### src/sv/axf_pkg.sv
// ----------------------------------------------------------------------------
// axf_pkg: shared types and constants of the 8086-style ALU flags unit
// Holds the opcode and state codes, the flag bit positions and the
// command and status structures that join the controller and the datapath.
// ----------------------------------------------------------------------------
package axf_pkg;

    localparam int DATA_W    = 16;
    localparam int FLAGS_W   = 8;
    localparam int DIV_STEPS = DATA_W;
    localparam int CNT_W     = $clog2(DIV_STEPS);

    // Flag bit positions.
    localparam int F_CARRY  = 0;
    localparam int F_PARITY = 1;
    localparam int F_ADJUST = 2;
    localparam int F_ZERO   = 3;
    localparam int F_SIGN   = 4;
    localparam int F_OVFL   = 5;
    localparam int F_INTR   = 6;
    localparam int F_DIR    = 7;

    typedef enum logic [3:0] {
        OP_ADD  = 4'd0,
        OP_CMP  = 4'd1,
        OP_INC  = 4'd2,
        OP_DEC  = 4'd3,
        OP_XOR  = 4'd4,
        OP_DIV  = 4'd5,
        OP_COND = 4'd6,
        OP_STC  = 4'd7,
        OP_CLD  = 4'd8,
        OP_STD  = 4'd9,
        OP_CLI  = 4'd10,
        OP_STI  = 4'd11
    } op_t;

    // Condition groups, selected by bits [3:1] of the Jcc code.
    typedef enum logic [2:0] {
        CG_O   = 3'd0,
        CG_B   = 3'd1,
        CG_Z   = 3'd2,
        CG_BE  = 3'd3,
        CG_S   = 3'd4,
        CG_P   = 3'd5,
        CG_L   = 3'd6,
        CG_LE  = 3'd7
    } cond_grp_t;

    typedef enum logic [1:0] {
        ST_IDLE = 2'd0,
        ST_EXEC = 2'd1,
        ST_DIV  = 2'd2,
        ST_FIN  = 2'd3
    } state_t;

    typedef struct packed {
        logic load;       // capture the operands of an accepted beat
        logic div_start;  // seed the divider
        logic div_step;   // one quotient bit
        logic commit;     // update flags and output registers
    } ctrl_cmd_t;

    typedef struct packed {
        logic div_run;    // divide with a nonzero divisor is pending
    } dp_sts_t;

endpackage

### src/sv/axf_ctrl.sv
// ----------------------------------------------------------------------------
// axf_ctrl: sequencing controller of the ALU flags unit
// Steps each beat through operand capture, execution or the divide loop,
// and owns the output valid flag.
// ----------------------------------------------------------------------------
module axf_ctrl
(
    input  logic              clk,
    input  logic              rst_n,
    input  logic              in_valid,
    output logic              in_stall,
    output logic              out_valid,
    input  logic              out_stall,
    output axf_pkg::ctrl_cmd_t cmd,
    input  axf_pkg::dp_sts_t  sts
);
    import axf_pkg::*;

    state_t           state_reg;
    state_t           state_next;
    logic [CNT_W-1:0] cnt_reg;
    logic [CNT_W-1:0] cnt_next;
    logic             out_valid_reg;
    logic             out_valid_next;
    logic             out_free;

    assign out_free  = !out_valid_reg || !out_stall;
    assign in_stall  = (state_reg != ST_IDLE);
    assign out_valid = out_valid_reg;

    always_ff @(posedge clk or negedge rst_n)
    begin
        if (!rst_n)
        begin
            state_reg     <= ST_IDLE;
            cnt_reg       <= '0;
            out_valid_reg <= 1'b0;
        end
        else
        begin
            state_reg     <= state_next;
            cnt_reg       <= cnt_next;
            out_valid_reg <= out_valid_next;
        end
    end

    always_comb
    begin
        state_next = state_reg;
        cnt_next   = cnt_reg;
        cmd        = '0;
        case (state_reg)
            ST_IDLE:
            begin
                if (in_valid)
                begin
                    cmd.load   = 1'b1;
                    state_next = ST_EXEC;
                end
            end
            ST_EXEC:
            begin
                if (sts.div_run)
                begin
                    cmd.div_start = 1'b1;
                    cnt_next      = '0;
                    state_next    = ST_DIV;
                end
                else if (out_free)
                begin
                    cmd.commit = 1'b1;
                    state_next = ST_IDLE;
                end
            end
            ST_DIV:
            begin
                cmd.div_step = 1'b1;
                cnt_next     = cnt_reg + 1'b1;
                if (cnt_reg == CNT_W'(DIV_STEPS - 1))
                begin
                    state_next = ST_FIN;
                end
            end
            ST_FIN:
            begin
                if (out_free)
                begin
                    cmd.commit = 1'b1;
                    state_next = ST_IDLE;
                end
            end
            default:
            begin
                state_next = ST_IDLE;
            end
        endcase

        if (cmd.commit)
        begin
            out_valid_next = 1'b1;
        end
        else if (out_valid_reg && !out_stall)
        begin
            out_valid_next = 1'b0;
        end
        else
        begin
            out_valid_next = out_valid_reg;
        end
    end

    // A result is never overwritten while the sink still holds it off.
    a_commit_free: assert property (@(posedge clk) disable iff (!rst_n)
        cmd.commit |-> !(out_valid_reg && out_stall))
        else $error("commit while output is stalled");

    a_commit_valid: assert property (@(posedge clk) disable iff (!rst_n)
        cmd.commit |=> out_valid_reg)
        else $error("committed result not presented");

    a_load_exec: assert property (@(posedge clk) disable iff (!rst_n)
        cmd.load |=> (state_reg == ST_EXEC))
        else $error("accepted beat not executed");

    a_cmd_excl: assert property (@(posedge clk) disable iff (!rst_n)
        $onehot0({cmd.load, cmd.div_start, cmd.div_step, cmd.commit}))
        else $error("overlapping datapath commands");

endmodule

### src/sv/axf_dp.sv
// ----------------------------------------------------------------------------
// axf_dp: datapath of the ALU flags unit
// Operand registers, adder/subtractor with flag logic, a restoring divider
// that yields one quotient bit per cycle, the flags register and the
// output registers.
// ----------------------------------------------------------------------------
module axf_dp
(
    input  logic                       clk,
    input  logic                       rst_n,
    input  axf_pkg::ctrl_cmd_t         cmd,
    output axf_pkg::dp_sts_t           sts,
    input  logic [3:0]                 opcode,
    input  logic                       word_size,
    input  logic [axf_pkg::DATA_W-1:0] left_operand,
    input  logic [axf_pkg::DATA_W-1:0] right_operand,
    input  logic [3:0]                 condition_code,
    output logic [axf_pkg::DATA_W-1:0] result_value,
    output logic                       write_back,
    output logic                       branch_taken,
    output logic                       divide_fault,
    output logic [axf_pkg::FLAGS_W-1:0] flags_value
);
    import axf_pkg::*;

    op_t                op_reg;
    logic               wsz_reg;
    logic [DATA_W-1:0]  l_reg;
    logic [DATA_W-1:0]  r_reg;
    logic [3:0]         cc_reg;
    logic [DATA_W-1:0]  rem_reg;
    logic [DATA_W-1:0]  quo_reg;
    logic [FLAGS_W-1:0] flags_reg;
    logic [FLAGS_W-1:0] flags_next;
    logic [DATA_W-1:0]  res_reg;
    logic [DATA_W-1:0]  res_next;
    logic               wb_reg;
    logic               wb_next;
    logic               taken_reg;
    logic               taken_next;
    logic               fault_reg;
    logic               fault_next;

    logic [DATA_W-1:0]  byte_mask;
    logic [DATA_W-1:0]  b_opnd;
    logic               is_sub;
    logic [DATA_W:0]    wide;
    logic [DATA_W-1:0]  ar_res;
    logic [DATA_W-1:0]  x_res;
    logic               ar_c;
    logic               ar_o;
    logic               ar_a;
    logic               r_zero;
    logic [DATA_W:0]    trial;
    logic               q_bit;
    logic [FLAGS_W-1:0] ar_flags;
    logic [FLAGS_W-1:0] x_flags;
    logic               cond_base;

    function automatic logic sign_of(input logic [DATA_W-1:0] v, input logic wsz);
        sign_of = wsz ? v[DATA_W-1] : v[7];
    endfunction

    // Sign, zero and parity bits placed at their flag positions.
    function automatic logic [FLAGS_W-1:0] szp(input logic [DATA_W-1:0] v,
                                               input logic wsz);
        logic [FLAGS_W-1:0] f;
        f           = '0;
        f[F_PARITY] = ~^v[7:0];
        f[F_ZERO]   = (v == '0);
        f[F_SIGN]   = sign_of(v, wsz);
        return f;
    endfunction

    assign byte_mask = word_size ? {DATA_W{1'b1}} : DATA_W'(8'hff);

    // Operand capture; for byte size the upper byte is dropped here.
    always_ff @(posedge clk)
    begin
        if (cmd.load)
        begin
            op_reg  <= op_t'(opcode);
            wsz_reg <= word_size;
            l_reg   <= left_operand & byte_mask;
            r_reg   <= right_operand & byte_mask;
            cc_reg  <= condition_code;
        end
    end

    // Adder/subtractor shared by add, cmp, inc and dec.
    assign is_sub = (op_reg == OP_CMP) || (op_reg == OP_DEC);
    assign b_opnd = ((op_reg == OP_INC) || (op_reg == OP_DEC)) ? DATA_W'(1) : r_reg;
    assign wide   = is_sub ? ({1'b0, l_reg} - {1'b0, b_opnd})
                           : ({1'b0, l_reg} + {1'b0, b_opnd});
    assign ar_res = wsz_reg ? wide[DATA_W-1:0] : {8'h00, wide[7:0]};
    assign ar_c   = (is_sub || wsz_reg) ? wide[DATA_W] : wide[8];
    assign ar_o   = is_sub ? sign_of((ar_res ^ l_reg) & (l_reg ^ b_opnd), wsz_reg)
                           : sign_of((ar_res ^ l_reg) & ~(l_reg ^ b_opnd), wsz_reg);
    assign ar_a   = l_reg[4] ^ b_opnd[4] ^ ar_res[4];
    assign x_res  = l_reg ^ r_reg;
    assign r_zero = (r_reg == '0);

    always_comb
    begin
        ar_flags         = szp(ar_res, wsz_reg);
        ar_flags[F_OVFL] = ar_o;
        ar_flags[F_ADJUST] = ar_a;
        ar_flags[F_INTR] = flags_reg[F_INTR];
        ar_flags[F_DIR]  = flags_reg[F_DIR];
        if ((op_reg == OP_INC) || (op_reg == OP_DEC))
        begin
            ar_flags[F_CARRY] = flags_reg[F_CARRY];
        end
        else
        begin
            ar_flags[F_CARRY] = ar_c;
        end

        x_flags           = szp(x_res, wsz_reg);
        x_flags[F_ADJUST] = flags_reg[F_ADJUST];
        x_flags[F_INTR]   = flags_reg[F_INTR];
        x_flags[F_DIR]    = flags_reg[F_DIR];
    end

    always_comb
    begin
        case (cond_grp_t'(cc_reg[3:1]))
            CG_O:    cond_base = flags_reg[F_OVFL];
            CG_B:    cond_base = flags_reg[F_CARRY];
            CG_Z:    cond_base = flags_reg[F_ZERO];
            CG_BE:   cond_base = flags_reg[F_CARRY] | flags_reg[F_ZERO];
            CG_S:    cond_base = flags_reg[F_SIGN];
            CG_P:    cond_base = flags_reg[F_PARITY];
            CG_L:    cond_base = flags_reg[F_SIGN] ^ flags_reg[F_OVFL];
            default: cond_base = (flags_reg[F_SIGN] ^ flags_reg[F_OVFL])
                                 | flags_reg[F_ZERO];
        endcase
    end

    // Restoring divider: one quotient bit per step, dividend shifted out of quo_reg.
    assign trial = {rem_reg, quo_reg[DATA_W-1]};
    assign q_bit = (trial >= {1'b0, r_reg});

    always_ff @(posedge clk)
    begin
        if (cmd.div_start)
        begin
            rem_reg <= '0;
            quo_reg <= l_reg;
        end
        else if (cmd.div_step)
        begin
            rem_reg <= q_bit ? DATA_W'(trial - {1'b0, r_reg}) : trial[DATA_W-1:0];
            quo_reg <= {quo_reg[DATA_W-2:0], q_bit};
        end
    end

    assign sts.div_run = (op_reg == OP_DIV) && !r_zero;

    always_comb
    begin
        flags_next = flags_reg;
        res_next   = '0;
        wb_next    = 1'b0;
        taken_next = 1'b0;
        fault_next = 1'b0;
        case (op_reg)
            OP_ADD:
            begin
                flags_next = ar_flags;
                res_next   = ar_res;
                wb_next    = 1'b1;
            end
            OP_CMP:
            begin
                flags_next = ar_flags;
                res_next   = ar_res;
            end
            OP_INC, OP_DEC:
            begin
                flags_next = ar_flags;
                res_next   = ar_res;
                wb_next    = 1'b1;
            end
            OP_XOR:
            begin
                flags_next = x_flags;
                res_next   = x_res;
                wb_next    = 1'b1;
            end
            OP_DIV:
            begin
                if (r_zero)
                begin
                    fault_next = 1'b1;
                end
                else
                begin
                    res_next = quo_reg;
                    wb_next  = 1'b1;
                end
            end
            OP_COND: taken_next = cond_base ^ cc_reg[0];
            OP_STC:  flags_next[F_CARRY] = 1'b1;
            OP_CLD:  flags_next[F_DIR]   = 1'b0;
            OP_STD:  flags_next[F_DIR]   = 1'b1;
            OP_CLI:  flags_next[F_INTR]  = 1'b0;
            OP_STI:  flags_next[F_INTR]  = 1'b1;
            default: flags_next = flags_reg;
        endcase
    end

    always_ff @(posedge clk or negedge rst_n)
    begin
        if (!rst_n)
        begin
            flags_reg <= '0;
        end
        else if (cmd.commit)
        begin
            flags_reg <= flags_next;
        end
    end

    always_ff @(posedge clk)
    begin
        if (cmd.commit)
        begin
            res_reg   <= res_next;
            wb_reg    <= wb_next;
            taken_reg <= taken_next;
            fault_reg <= fault_next;
        end
    end

    // Flags change only on commit, together with the rest of the result.
    assign result_value = res_reg;
    assign write_back   = wb_reg;
    assign branch_taken = taken_reg;
    assign divide_fault = fault_reg;
    assign flags_value  = flags_reg;

endmodule

### src/sv/x86_alu_flags_unit.sv
// ----------------------------------------------------------------------------
// x86_alu_flags_unit: 8086-style ALU with a kept flags register
// Top level: joins the sequencing controller and the datapath.
// ----------------------------------------------------------------------------
// An accepted beat is captured, executed and committed to the output
// registers once they are free; a divide with a nonzero divisor is seeded
// and run through the one-bit-per-cycle restoring divider (16 steps) before
// its commit. The controller works on one beat at a time and takes no new
// beat until the last one has been committed.
// Reset: asynchronous active-low rst_n clears the flags and the control state.
// ----------------------------------------------------------------------------
module x86_alu_flags_unit
(
    input  logic                        clk,
    input  logic                        rst_n,
    input  logic                        in_valid,
    output logic                        in_stall,
    input  logic [3:0]                  opcode,
    input  logic                        word_size,
    input  logic [axf_pkg::DATA_W-1:0]  left_operand,
    input  logic [axf_pkg::DATA_W-1:0]  right_operand,
    input  logic [3:0]                  condition_code,
    output logic                        out_valid,
    input  logic                        out_stall,
    output logic [axf_pkg::DATA_W-1:0]  result_value,
    output logic                        write_back,
    output logic                        branch_taken,
    output logic                        divide_fault,
    output logic [axf_pkg::FLAGS_W-1:0] flags_value
);
    import axf_pkg::*;

    // Commands from the controller and status back from the datapath.
    ctrl_cmd_t cmd;
    dp_sts_t   sts;

    // The controller accepts a beat only when idle. A finished result sits
    // in the datapath's output registers, so the next beat can be taken and
    // executed while the sink still stalls; it is committed only once the
    // output register is free.
    axf_ctrl u_ctrl
    (
        .clk       (clk),
        .rst_n     (rst_n),
        .in_valid  (in_valid),
        .in_stall  (in_stall),
        .out_valid (out_valid),
        .out_stall (out_stall),
        .cmd       (cmd),
        .sts       (sts)
    );

    // The datapath holds operands, the adder and divider, the flags register
    // and the output registers. Flags update together with the output
    // registers, so the flags seen with a result are always its own.
    axf_dp u_dp
    (
        .clk            (clk),
        .rst_n          (rst_n),
        .cmd            (cmd),
        .sts            (sts),
        .opcode         (opcode),
        .word_size      (word_size),
        .left_operand   (left_operand),
        .right_operand  (right_operand),
        .condition_code (condition_code),
        .result_value   (result_value),
        .write_back     (write_back),
        .branch_taken   (branch_taken),
        .divide_fault   (divide_fault),
        .flags_value    (flags_value)
    );

endmodule

### config.mk
export PLATFORM = sky130hd
export DESIGN_NAME = x86_alu_flags_unit
export DESIGN_NICKNAME = d
export VERILOG_FILES = /design/src/sv/axf_pkg.sv /design/src/sv/axf_ctrl.sv /design/src/sv/axf_dp.sv /design/src/sv/x86_alu_flags_unit.sv
export SDC_FILE = /design/constraint.sdc
export NUM_CORES = 1
export LEC_CHECK = 0
export BUFFER_PORTS_ARGS = -buffer_cell sky130_fd_sc_hd__buf_2
export CAP_MARGIN = 5
export CORE_ASPECT_RATIO = 1.4
export CORE_MARGIN = 4
export CORE_UTILIZATION = 50
export DETAILED_ROUTE_END_ITERATION = 8
export PLACE_DENSITY_LB_ADDON = 0.2
export SYNTH_ARGS = -nofsm -noshare
export SYNTH_HDL_FRONTEND = slang
export SYNTH_HIERARCHICAL = 1
export SYNTH_SLANG_ARGS = --single-unit
### constraint.sdc
create_clock -name clk -period 10.5 [get_ports clk]
set_input_delay 2.1 -clock clk [delete_from_list [all_inputs] [get_ports clk]]
set_output_delay 2.1 -clock clk [all_outputs]
set_load 0.01 [all_outputs]
==> impl_metrics.yaml, run 1 <==
outcome:
  outcome: "completed"
worst_hold_path:
  hold_end: "u_dp/flags_value[2]"
  holdCritStartpoint: "u_dp/flags_value[2]"
  hold_crit_path_type: "flip-flop to flip-flop"
  holdPathStages: 2
sta:
  report.final.setup_viol: 0
  worst_case_headroom_to_the_max_slew_limit_pct: 23.9
  fin_hold_ws_ps: 501
  max_freq_mhz: 208
  report.final.slew_viol_count: 0
  clock_skew_ps: 5.70
  hold_viol: 0
  grt_setup_unrepaired: "no"
  min_period_over_period_pct: 45.9
  tightest_slew_ps: 1140
  tns_ps: 0
  finalCriticalPeriod_ps: 4810
die:
  ios: 74
  initial_core_util_pct: 51.5
  placementRows: 50
  dieHeight_um: 148
  placeableCoreArea_sq_mm: 0.0135
  dieArea_sq_mm: 0.0159
  fp.dieW_um: 108
clocking:
  clkSlewWorstSetupHoldPaths_ps: 60
  htree_levels: 3
  tritoncts_num_sinks: 107
  tritoncts_clock_tree: "built"
  cts.repair.resized: 0
  root_buf_cell: "sky130_fd_sc_hd__clkbuf_16"
  cts.path.max_buffers: 2
  insertion_delay_ps: 350
  cts.repair_timing.setup_buffer_count: 0
  cts_made_buffers: 9
  cts_hold_repair.buffers: 0
worst_setup_path:
  rr_worst_depth: 14
  worstReg2RegEnd: "u_dp/flags_value[3]"
  worstPathRequired_ps: 10790
  reg2reg_from: "u_dp/op_reg[2]"
  rrSetupSlack_ps: 5690
  cp_cell_sequence: "nor2_1, and2_1, nor2_1, a31oi_1, o21ai_0, ha_1, or4_1, o21ai_2, nor3_1, xnor2_1, ha_1, nand4_1, a2111oi_0, a31o_1"
  cpMaxStageDelayCell: "sky130_fd_sc_hd__and2_1"
  setup.worst_path.class: "flip-flop to flip-flop"
  worstPathMaxFanout: 20
  max_stage_delay_ps: 660
  start_kind: "flip-flop"
  end_kind: "flip-flop"
  cp.arrival_ps: 5100
synthesis:
  syn_area_sq_mm: 0.00696
  mean_area_per_synthesized_cell_sq_um: 10.1
  synth_fa_ha_area_share_pct: 7.95
  yosysWarningCount: 6
  synth_nets: 780
  netlist_top_cells_area: "sky130_fd_sc_hd__edfxtp_1 33%, sky130_fd_sc_hd__ha_1 7.4%, sky130_fd_sc_hd__dfrtp_1 5.4%"
  synth.largest_area_cell: "sky130_fd_sc_hd__edfxtp_1"
  combinational_family_with_the_most_area_after_synthesis: "compound AO/OA/AOI/OAI gates"
  synth_seq_area_share_pct: 42.8
  async_flop_share_pct: 14.0
  synth_enable_flop_cells: 76
  synth-xor-area-share_pct: 6.17
  yosys.area.top_type_share_pct: 32.8
  postSynthCellCount: 692
  synth-simple-area-share_pct: 16.5
  synth_compound_area_share_pct: 17.9
  muxShareOfSynthArea_pct: 5.27
  post_synth_num_cell_types: 70
  synth_ff_type: "sky130_fd_sc_hd__edfxtp_1"
  synth.ff_latch_count: 107
final_layout:
  area_of_the_multi_input_gates_sq_mm: 0.00376
  diodes: 0
  core_utilization_of_the_finished_layout_pct: 57.7
  final_cell_count_no_fill: 940
  area_delta_synth_final_pct: 12.0
  num-nets-final: 841
  ff_latch_area_sq_mm: 0.00298
  fillers: 1194
  post_route_cells_drive_above_1_share_pct: 17.8
detailed_routing:
  viasPerCell: 5.97
  wl_mm: 17.6
  drt_first_pass_iters: 6
  post-route-drc-count: 0
  ant_nets: 0
  avgRoutedWirePerCell_um: 18.7
  drt_iter0_drc: 382
  vias: 5613
pwr:
  seqPwrFrac_pct: 31.9
  power_per_cell_area_mw_per_mm2: 299
  power.leakage_nw: 3.15
  power.switching_fraction_pct: 41.3
  vdd_drop_max_mv: 0.198
  comb_power_share_pct: 53.0
  cell_internal_pwr_w: 0.00137
  power_frac_clock_pct: 15.1
  power.switching_w: 0.000962
grt:
  combined_global_route_utilization_of_all_metal_layers_pct: 22.3
  grt_first_pass_wirelength_mm: 27.8
  global_route.overflow_total: 0
  antenna_found_initial: 0
  grt_pass1_vias: 5513
  largest_net_degree_at_the_start_of_global_routing: 42
place:
  placedCellCount: 924
  dp_hpwl_mm: 13.5
  io_buffer_count: 73
  routabilityCongestion: 0.932
job:
  cap_viol_max_count: 0
[how the worst max path moves through the flow]
stage                    from                   to  slack (ps)  cells after the start
2_1_floorplan        in_valid       u_dp/cc_reg[0]        6210                      2
3_3_place_gp   u_dp/op_reg[2]  u_dp/flags_value[1]        5970                     15
3_5_place_dp   u_dp/op_reg[2]  u_dp/flags_value[3]        5730                     14
4_1_cts        u_dp/op_reg[2]  u_dp/flags_value[3]        5730                     14
5_1_grt        u_dp/op_reg[2]  u_dp/flags_value[3]        5290                     14
6_report       u_dp/op_reg[2]  u_dp/flags_value[3]        5690                     14
[worst max-delay path: cells and delay by family, from the launching register on]
kind,cells,cell delay [ps]
simple gates,6,2230
compound gates,5,1180
flops,1,500
fa+ha+maj,2,470
xor+xnor,1,350
[power groups by stage]
stage / Combinational, W / Sequential, W / Clock [W]
finish: 0.00123 / 0.000744 / 0.000352
global route: 0.00136 / 0.000761 / 0.000381
CTS: 0.00123 / 0.000744 / 0.000362
detailed placement: 0.00123 / 0.000752 / 0
global placement: 0.00120 / 0.000746 / 0
floorplan: 0.000943 / 0.000726 / 0
[per-stage QoR]
stage          total power (W)  instance area [sq um]  setup WS (ps)
2_1_floorplan          0.00167                   6960           6210
3_3_place_gp           0.00194                   7480           5970
3_5_place_dp           0.00198                   7480           5730
4_1_cts                0.00234                   7790           5730
5_1_grt                0.00250                   7790           5290
6_report               0.00233                   7790           5690
[metal layers]
metal  vias to the layer above  GRT usage, %  part of all wire [%]
met5                         -             0                     0
met4                         0          10.9                   3.3
met3                        41          2.58                   3.7
met2                       183          39.9                    53
met1                      2683          26.0                    40
li1                       2706             -                     -
[placed cells by master (no fill, tap or decap), types with 14 or more instances in the layout]
cell / netlist / final
sky130_fd_sc_hd__edfxtp_1: 76 / 76
sky130_fd_sc_hd__buf_2: 1 / 73
sky130_fd_sc_hd__nand2_1: 57 / 57
sky130_fd_sc_hd__nor2_1: 59 / 57
sky130_fd_sc_hd__ha_1: 41 / 41
sky130_fd_sc_hd__xnor2_1: 40 / 40
sky130_fd_sc_hd__a21oi_1: 33 / 32
sky130_fd_sc_hd__inv_1: 31 / 31
sky130_fd_sc_hd__o21ai_0: 27 / 27
sky130_fd_sc_hd__mux2_2: 20 / 20
sky130_fd_sc_hd__and2_1: 20 / 20
sky130_fd_sc_hd__nor3_1: 16 / 16
sky130_fd_sc_hd__nand3_1: 16 / 16
sky130_fd_sc_hd__dfxtp_1: 16 / 16
sky130_fd_sc_hd__a31oi_1: 15 / 15
sky130_fd_sc_hd__dfrtp_1: 15 / 15
sky130_fd_sc_hd__a21o_1: 14 / 14
[synthesized netlist by cell type, drive strengths merged, types with 5 or more instances]
cell,number
edfxtp,76
nor2,59
nand2,57
ha,41
xnor2,40
a21oi,33
o21ai,33
inv,32
clkbuf,21
mux2,21
and2,20
nand3,17
a31oi,16
dfxtp,16
nor3,16
dfrtp,15
a21o,14
mux2i,13
o221ai,12
a211oi,11
nor2b,10
and3,9
nand2b,9
o211ai,9
xor2,9
a221o,7
buf,6
or4,6
o41ai,5
or2,5
or3,5
[area by class of cell]
cell class	count	share of cell area, %
clock buffer	11	2.99
clock inverter	5	0.995
inverter	32	1.57
multi-input combinational	526	48.3
sequential	107	38.2
tap	182	2.92
timing repair buffer	77	5.07
[logic make-up (layout without fill, tap and decap cells)]
family	count (synthesis)	after routing
AOI/OAI and AO/OA	176	176
buffers and inverters	59	125
adders and majority gates	43	43
muxes	34	34
DFF	107	107
and+or+nand+nor	224	224
xor gates and xnor gates	49	49
(Power assumes the default switching activity.)
==> run 2, diff against run 1 <==
--- a/config.mk
+++ b/config.mk
@@ -5,6 +5,7 @@
 export SDC_FILE = /design/constraint.sdc
 export NUM_CORES = 1
 export LEC_CHECK = 0
+export ABC_AREA = 1
 export BUFFER_PORTS_ARGS = -buffer_cell sky130_fd_sc_hd__buf_2
 export CAP_MARGIN = 5
 export CORE_ASPECT_RATIO = 1.4
==> constraint.sdc (replaced) <==
create_clock -name clk -period 4.35 [get_ports clk]
set_input_delay 0.87 -clock clk [delete_from_list [all_inputs] [get_ports clk]]
set_output_delay 0.87 -clock clk [all_outputs]
set_load 0.01 [all_outputs]
==> run 2 against run 1 <==
Compared with the run above:
- sequential power up 130%
- final area up 4.9%
- critical path depth up 8
- largest cell class unchanged
- core utilization down 0.80 points
- combinational power up 150%
- worst hold slack worse by 88 ps
- global-route usage up 0.83 points
- flip-flop and latch count unchanged
- critical path type unchanged
- routed wire length up 5.5%
==> impl_metrics.yaml, run 2 <==
worst_setup_path:
  cpMaxStageDelayCell: "sky130_fd_sc_hd__edfxtp_1"
  end_kind: "flip-flop"
  timing.critical_path.to: "u_dp/flags_value[1]"
  cp_cell_sequence: "inv_2, nand2_4, nor2_4, nor2_1, nor2_4, nand3_1, nand2_1, xor2_1, inv_1, ha_1, nand2_1, inv_1, nand2_1, nand2_1, inv_1, nand2_1, xnor2_1, ha_1, xnor2_1, a21oi_1, o21ai_0, a31oi_1"
  reg2reg_from: "u_dp/op_reg[3]"
  worstReg2RegEnd: "u_dp/flags_value[1]"
  cp.arrival_ps: 4070
  start_kind: "flip-flop"
  critical-path-top-cell-by-count: "sky130_fd_sc_hd__nand2_1"
  critical_path.startpoint: "u_dp/op_reg[3]"
  setup.worst_path.class: "flip-flop to flip-flop"
  critical_path.top_delay_family: "simple AND/OR/NAND/NOR gates"
  crit_buf_inv: 4
  worstSetupPathDepth: 22
  worstPathRequired_ps: 4630
  rrSetupSlack_ps: 560
  worstPathMaxFanout: 20
  rr_worst_depth: 22
  max_stage_delay_ps: 430
grt:
  grt_pass1_vias: 5939
  grt_first_pass_wirelength_mm: 29.0
  largest_net_degree_at_the_start_of_global_routing: 33
  global_route.overflow_total: 0
  combined_global_route_utilization_of_all_metal_layers_pct: 23.1
  antenna_found_initial: 0
job:
  cap_viol_max_count: 0
sta:
  grt_setup_unrepaired: "no"
  report.final.setup_viol: 0
  report.final.slew_viol_count: 0
  fin_hold_ws_ps: 412
  tightest_slew_ps: 1070
  worst_case_headroom_to_the_max_slew_limit_pct: 28.7
  min_period_over_period_pct: 87.2
  tns_ps: 0
  finalCriticalPeriod_ps: 3790
  hold_viol: 0
  max_freq_mhz: 264
  clock_skew_ps: 9.47
synthesis:
  mean_area_per_synthesized_cell_sq_um: 7.88
  yosysWarningCount: 6
  synth_nets: 1014
  synth_enable_flop_cells: 76
  synth.largest_area_cell: "sky130_fd_sc_hd__edfxtp_1"
  yosys.area.top_type_share_pct: 31.3
  synth.ff_latch_count: 107
  netlist_top_cells_area: "sky130_fd_sc_hd__edfxtp_1 31%, sky130_fd_sc_hd__nand2_1 14%, sky130_fd_sc_hd__ha_1 7.0%"
  synthTopCellsByCount: "264 x sky130_fd_sc_hd__nand2_1, 131 x sky130_fd_sc_hd__inv_1, 76 x sky130_fd_sc_hd__edfxtp_1"
  synth_ff_type: "sky130_fd_sc_hd__edfxtp_1"
  async_flop_share_pct: 14.0
  post_synth_num_cell_types: 44
  synthMostInstantiatedCell: "sky130_fd_sc_hd__nand2_1"
  postSynthCellCount: 926
  synth_seq_area_share_pct: 40.8
  syn_area_sq_mm: 0.00730
pwr:
  comb_power_share_pct: 54.4
  seqPwrFrac_pct: 30.6
  vdd_drop_max_mv: 0.292
  power_frac_clock_pct: 15.0
  power_per_cell_area_mw_per_mm2: 686
  cell_internal_pwr_w: 0.00307
  power.switching_w: 0.00254
  power.switching_fraction_pct: 45.2
  power.leakage_nw: 4.02
clocking:
  cts.repair.resized: 0
  clkSlewWorstSetupHoldPaths_ps: 70
  htree_levels: 3
  cts.path.max_buffers: 2
  insertion_delay_ps: 360
  cts.repair_timing.setup_buffer_count: 0
  tritoncts_num_sinks: 107
  cts_hold_repair.buffers: 0
  cts_made_buffers: 9
  tritoncts_clock_tree: "built"
  root_buf_cell: "sky130_fd_sc_hd__clkbuf_16"
detailed_routing:
  drt_iter0_drc: 353
  wl_mm: 18.6
  avgRoutedWirePerCell_um: 15.6
  ant_nets: 0
  drt_first_pass_iters: 5
  post-route-drc-count: 0
  vias: 6338
  viasPerCell: 5.31
die:
  placementRows: 52
  initial_core_util_pct: 50.8
  dieArea_sq_mm: 0.0166
  fp.dieW_um: 110
  dieHeight_um: 151
  placeableCoreArea_sq_mm: 0.0144
  ios: 74
final_layout:
  diodes: 0
  area_delta_synth_final_pct: 12.0
  final_common_cell: "sky130_fd_sc_hd__nand2_1"
  core_utilization_of_the_finished_layout_pct: 56.9
  final_cell_count_no_fill: 1193
  stdcell_area_sq_mm: 0.00818
  most-common-layout-cells: "264 x sky130_fd_sc_hd__nand2_1, 131 x sky130_fd_sc_hd__inv_1, 76 x sky130_fd_sc_hd__edfxtp_1"
  post_route_cells_drive_above_1_share_pct: 12.3
  num-nets-final: 1087
place:
  area_after_detailed_placement_sq_mm: 0.00787
  routabilityCongestion: 0.995
  placedCellCount: 1177
  dp_hpwl_mm: 14.9
  io_buffer_count: 73
outcome:
  outcome: "completed"
worst_hold_path:
  hold_crit_path_type: "primary input to asynchronous set/reset pin"
==> run 2: cell count changes in the layout (fill, tap and decap cells not counted), sizes merged, moves of 14 or more <==
cell,previous run,this run
xor2,9,26
a31oi,16,2
nor2,59,76
nand3,17,63
inv,32,140
nand2,57,269
nand4,4,18
mux2,21,0
and2,20,1
==> run 2: logic make-up (layout without fill, tap and decap cells) <==
| group | Yosys count | count (layout) | synth area share [%] |
|---|---|---|---|
| simple gates | 442 | 442 | 26.4 |
| buf+inv | 158 | 236 | 8.52 |
| fa+ha+maj | 43 | 43 | 7.58 |
| flops | 107 | 107 | 40.8 |
| compound gates | 121 | 121 | 10.1 |
| xor+xnor | 55 | 55 | 6.60 |
==> run 2: cell type report <==
| class | count | area (sq um) |
|---|---|---|
| sequential | 107 | 2980 |
| inverter | 140 | 531 |
| fill | 1390 | 6200 |
| clock inverter | 3 | 46.3 |
| multi-input combinational | 661 | 3710 |
| clock buffer | 13 | 260 |
| tap | 189 | 236 |
| timing repair buffer | 80 | 418 |
==> run 2: through the flow <==
stage | setup WS, ps | total power (W)
after floorplan | 1170 | 0.00397
after global placement | 700 | 0.00474
after detailed placement | 612 | 0.00477
after CTS | 570 | 0.00563
after global routing | 143 | 0.00611
final | 558 | 0.00561
==> run 2: power by group through the flow <==
stage               registers, W  logic (W)  clock network, W
finish                   0.00172    0.00305          0.000843
global route             0.00175    0.00345          0.000903
CTS                      0.00172    0.00305          0.000867
detailed placement       0.00174    0.00304                 0
global placement         0.00173    0.00301                 0
floorplan                0.00172    0.00225                 0
==> run 2: worst register-to-register path, delay by kind of cell, from the launching register on <==
kind / cells / cell delay (ps)
simple gates: 10 / 1370
fa+ha+maj: 2 / 640
xor+xnor: 3 / 620
flops: 1 / 430
compound gates: 3 / 400
buf+inv: 4 / 250
==> run 2: layer usage <==
metal	GRT usage, %	up-vias	wire, um
met1	26.1	2884	7200
met4	11.5	0	778
met3	4.05	50	1010
met2	41.2	200	9570
met5	0	-	0
li1	-	3204	-
==> run 2: worst min-delay path by stage <==
stage	startpoint	endpoint	slack [ps]
detailed placement	u_dp/rem_reg[15]	u_dp/rem_reg[15]	440
global route	rst_n	u_ctrl/out_valid	430
finish	rst_n	u_ctrl/state_reg[0]	410
global placement	u_dp/rem_reg[15]	u_dp/rem_reg[15]	440
CTS	rst_n	u_ctrl/out_valid	410
floorplan	u_dp/rem_reg[15]	u_dp/rem_reg[15]	430
==> run 3, diff against run 2 <==
--- a/config.mk
+++ b/config.mk
@@ -5,7 +5,7 @@
 export SDC_FILE = /design/constraint.sdc
 export NUM_CORES = 1
 export LEC_CHECK = 0
-export ABC_AREA = 1
+export ABC_AREA = 0
 export BUFFER_PORTS_ARGS = -buffer_cell sky130_fd_sc_hd__buf_2
 export CAP_MARGIN = 5
 export CORE_ASPECT_RATIO = 1.4
==> run 3 against run 2 <==
Compared with the run above:
- sequential power increased by 4%
- register-to-register slack got worse by 250 ps
- count of clock-buffer cells in the layout is 2 lower
- first-iteration DRC count rose by 11%
- global-route usage down 0.57 points
- critical path depth is 7 lower
- largest power group unchanged
- highest routed layer unchanged
- die area is 4.4% lower
- clock skew rose by 0.64 ps
- via count fell by 11%
- cell count is 20% lower
- clock power up 2.5%
==> impl_metrics.yaml, run 3 (synthesis results as in run 1) <==
worst_setup_path:
  max_stage_delay_ps: 480
  cp.arrival_ps: 4280
  critical_path.top_delay_family: "compound AO/OA/AOI/OAI gates"
  worstSetupPathDepth: 15
  setup.worst_path.class: "flip-flop to flip-flop"
  start_kind: "flip-flop"
  worstPathRequired_ps: 4590
  crit_buf_inv: 1
  rr_worst_depth: 15
  worstPathMaxFanout: 8
  cp_cell_sequence: "nor2b_1, nand2_1, buf_4, nor2_1, a31oi_1, nand2_1, ha_1, nor2b_1, o31a_1, o41ai_2, a21boi_1, o41ai_2, xnor2_1, o31ai_1, a31o_1"
  cpMaxStageDelayCell: "sky130_fd_sc_hd__edfxtp_1"
  end_kind: "flip-flop"
detailed_routing:
  viasPerCell: 5.91
  drt_iter0_drc: 391
  wl_mm: 17.6
  post-route-drc-count: 0
  avgRoutedWirePerCell_um: 18.5
  drt_first_pass_iters: 5
  vias: 5644
  ant_nets: 0
grt:
  largest_net_degree_at_the_start_of_global_routing: 31
  grt_first_pass_wirelength_mm: 28.2
  grt_pass1_vias: 5747
  combined_global_route_utilization_of_all_metal_layers_pct: 22.5
  antenna_found_initial: 0
  global_route.overflow_total: 0
final_layout:
  core_utilization_of_the_finished_layout_pct: 58.5
  post_route_cells_drive_above_1_share_pct: 19.4
  final_common_cell: "sky130_fd_sc_hd__edfxtp_1"
  final_cell_count_no_fill: 955
  num-nets-final: 856
  area_delta_synth_final_pct: 13.6
  diodes: 0
  stdcell_area_sq_mm: 0.00791
  most-common-layout-cells: "76 x sky130_fd_sc_hd__edfxtp_1, 73 x sky130_fd_sc_hd__buf_2, 57 x sky130_fd_sc_hd__nand2_1, 57 x sky130_fd_sc_hd__nor2_1, 41 x sky130_fd_sc_hd__ha_1"
  fillers: 1167
sta:
  tns_ps: 0
  finalCriticalPeriod_ps: 4040
  layout_setup_ws_ps: 310
  grt_setup_unrepaired: "no"
  min_period_over_period_pct: 92.9
  report.final.setup_viol: 0
  clock_skew_ps: 10.1
  hold_viol: 0
  report.final.slew_viol_count: 0
  max_freq_mhz: 248
  tightest_slew_ps: 788
  worst_case_headroom_to_the_max_slew_limit_pct: 47.4
die:
  fp.dieW_um: 108
  placementRows: 50
  placeableCoreArea_sq_mm: 0.0135
  dieHeight_um: 148
  initial_core_util_pct: 51.5
  ios: 74
  dieArea_sq_mm: 0.0159
clocking:
  cts.path.max_buffers: 2
  clkSlewWorstSetupHoldPaths_ps: 60
  tritoncts_clock_tree: "built"
  insertion_delay_ps: 360
  root_buf_cell: "sky130_fd_sc_hd__clkbuf_16"
  cts_hold_repair.buffers: 0
  cts_made_buffers: 9
  htree_levels: 3
  tritoncts_num_sinks: 107
pwr:
  power_per_cell_area_mw_per_mm2: 719
  power.leakage_nw: 3.23
  vdd_drop_max_mv: 0.387
worst_hold_path:
  hold_crit_path_type: "primary input to asynchronous set/reset pin"
place:
  routabilityCongestion: 0.976
  area_after_detailed_placement_sq_mm: 0.00758
  dp_hpwl_mm: 13.8
  placedCellCount: 937
  io_buffer_count: 73
  place_ws_ps: 270
job:
  cap_viol_max_count: 0
outcome:
  outcome: "completed"
run 3: cell types whose count changed in the layout (fill, tap and decap cells not counted), moves of 11 or more:
cell / change
sky130_fd_sc_hd__xnor2_1: +11
sky130_fd_sc_hd__mux2i_1: +13
sky130_fd_sc_hd__nor2_1: -11
sky130_fd_sc_hd__mux2_2: +20
sky130_fd_sc_hd__inv_1: -100
sky130_fd_sc_hd__and2_1: +19
sky130_fd_sc_hd__nand2_1: -207
sky130_fd_sc_hd__o21ai_0: -13
sky130_fd_sc_hd__buf_4: +12
sky130_fd_sc_hd__xor2_1: -18
sky130_fd_sc_hd__nand3_1: -44
sky130_fd_sc_hd__nand4_1: -13
sky130_fd_sc_hd__a31oi_1: +13
run 3: timing repair:
action,CTS,global route
setup buffers,0,2
gates resized for setup,0,1
endpoints found under the setup margin,0,3
run 3: where the power goes:
group          total, W  internal (W)  switching [W]
registers       0.00179       0.00150       0.000285
clock network  0.000864      0.000504       0.000360
logic           0.00303       0.00135        0.00168
run 3: cell type report:
cell class / count / area, sq um / area share, %
multi-input cells: 526 / 3760 / 47.6
flip-flops and latches: 107 / 2980 / 37.6
repair buffers: 92 / 508 / 6.42
clock buffers: 11 / 233 / 2.94
well taps: 182 / 228 / 2.88
inverters: 32 / 123 / 1.55
clock inverters: 5 / 77.6 / 0.981
run 3: per-stage QoR:
step	hold slack, ps	total power (W)
after detailed placement	495	0.00481
after global routing	445	0.00612
after floorplan	469	0.00403
after CTS	425	0.00569
after global placement	475	0.00473
final	426	0.00569
run 3: worst register-to-register path, stage by stage (launching register included):
cell	delay, ps
sky130_fd_sc_hd__edfxtp_1	480
sky130_fd_sc_hd__nor2b_1	330
sky130_fd_sc_hd__nand2_1	300
sky130_fd_sc_hd__buf_4	260
sky130_fd_sc_hd__nor2_1	260
sky130_fd_sc_hd__a31oi_1	70
sky130_fd_sc_hd__nand2_1	90
sky130_fd_sc_hd__ha_1	270
sky130_fd_sc_hd__nor2b_1	160
sky130_fd_sc_hd__o31a_1	290
sky130_fd_sc_hd__o41ai_2	360
sky130_fd_sc_hd__a21boi_1	180
sky130_fd_sc_hd__o41ai_2	350
sky130_fd_sc_hd__xnor2_1	180
sky130_fd_sc_hd__o31ai_1	110
sky130_fd_sc_hd__a31o_1	240
run 3: per-layer routing:
layer / GRT usage (%) / vias up / share of wire (%)
met2: 39.5 / 178 / 51
li1: - / 2727 / -
met5: 0 / - / 0
met4: 11.8 / 0 / 4.3
met1: 25.6 / 2685 / 40
met3: 4.28 / 54 / 4.4
run 3: final timing paths:
| check | start | endpoint | slack, ps |
|---|---|---|---|
| worst max-delay path | u_dp/op_reg[2] | u_dp/flags_value[3] | 310 |
| min in group clk | u_dp/flags_value[2] | u_dp/flags_value[2] | 500 |
| max in group asynchronous | rst_n | u_ctrl/state_reg[1] | 3660 |
| worst min-delay path | rst_n | u_dp/flags_value[6] | 430 |
| worst max register to register | u_dp/op_reg[2] | u_dp/flags_value[3] | 310 |
| worst min register to register | u_dp/flags_value[2] | u_dp/flags_value[2] | 500 |
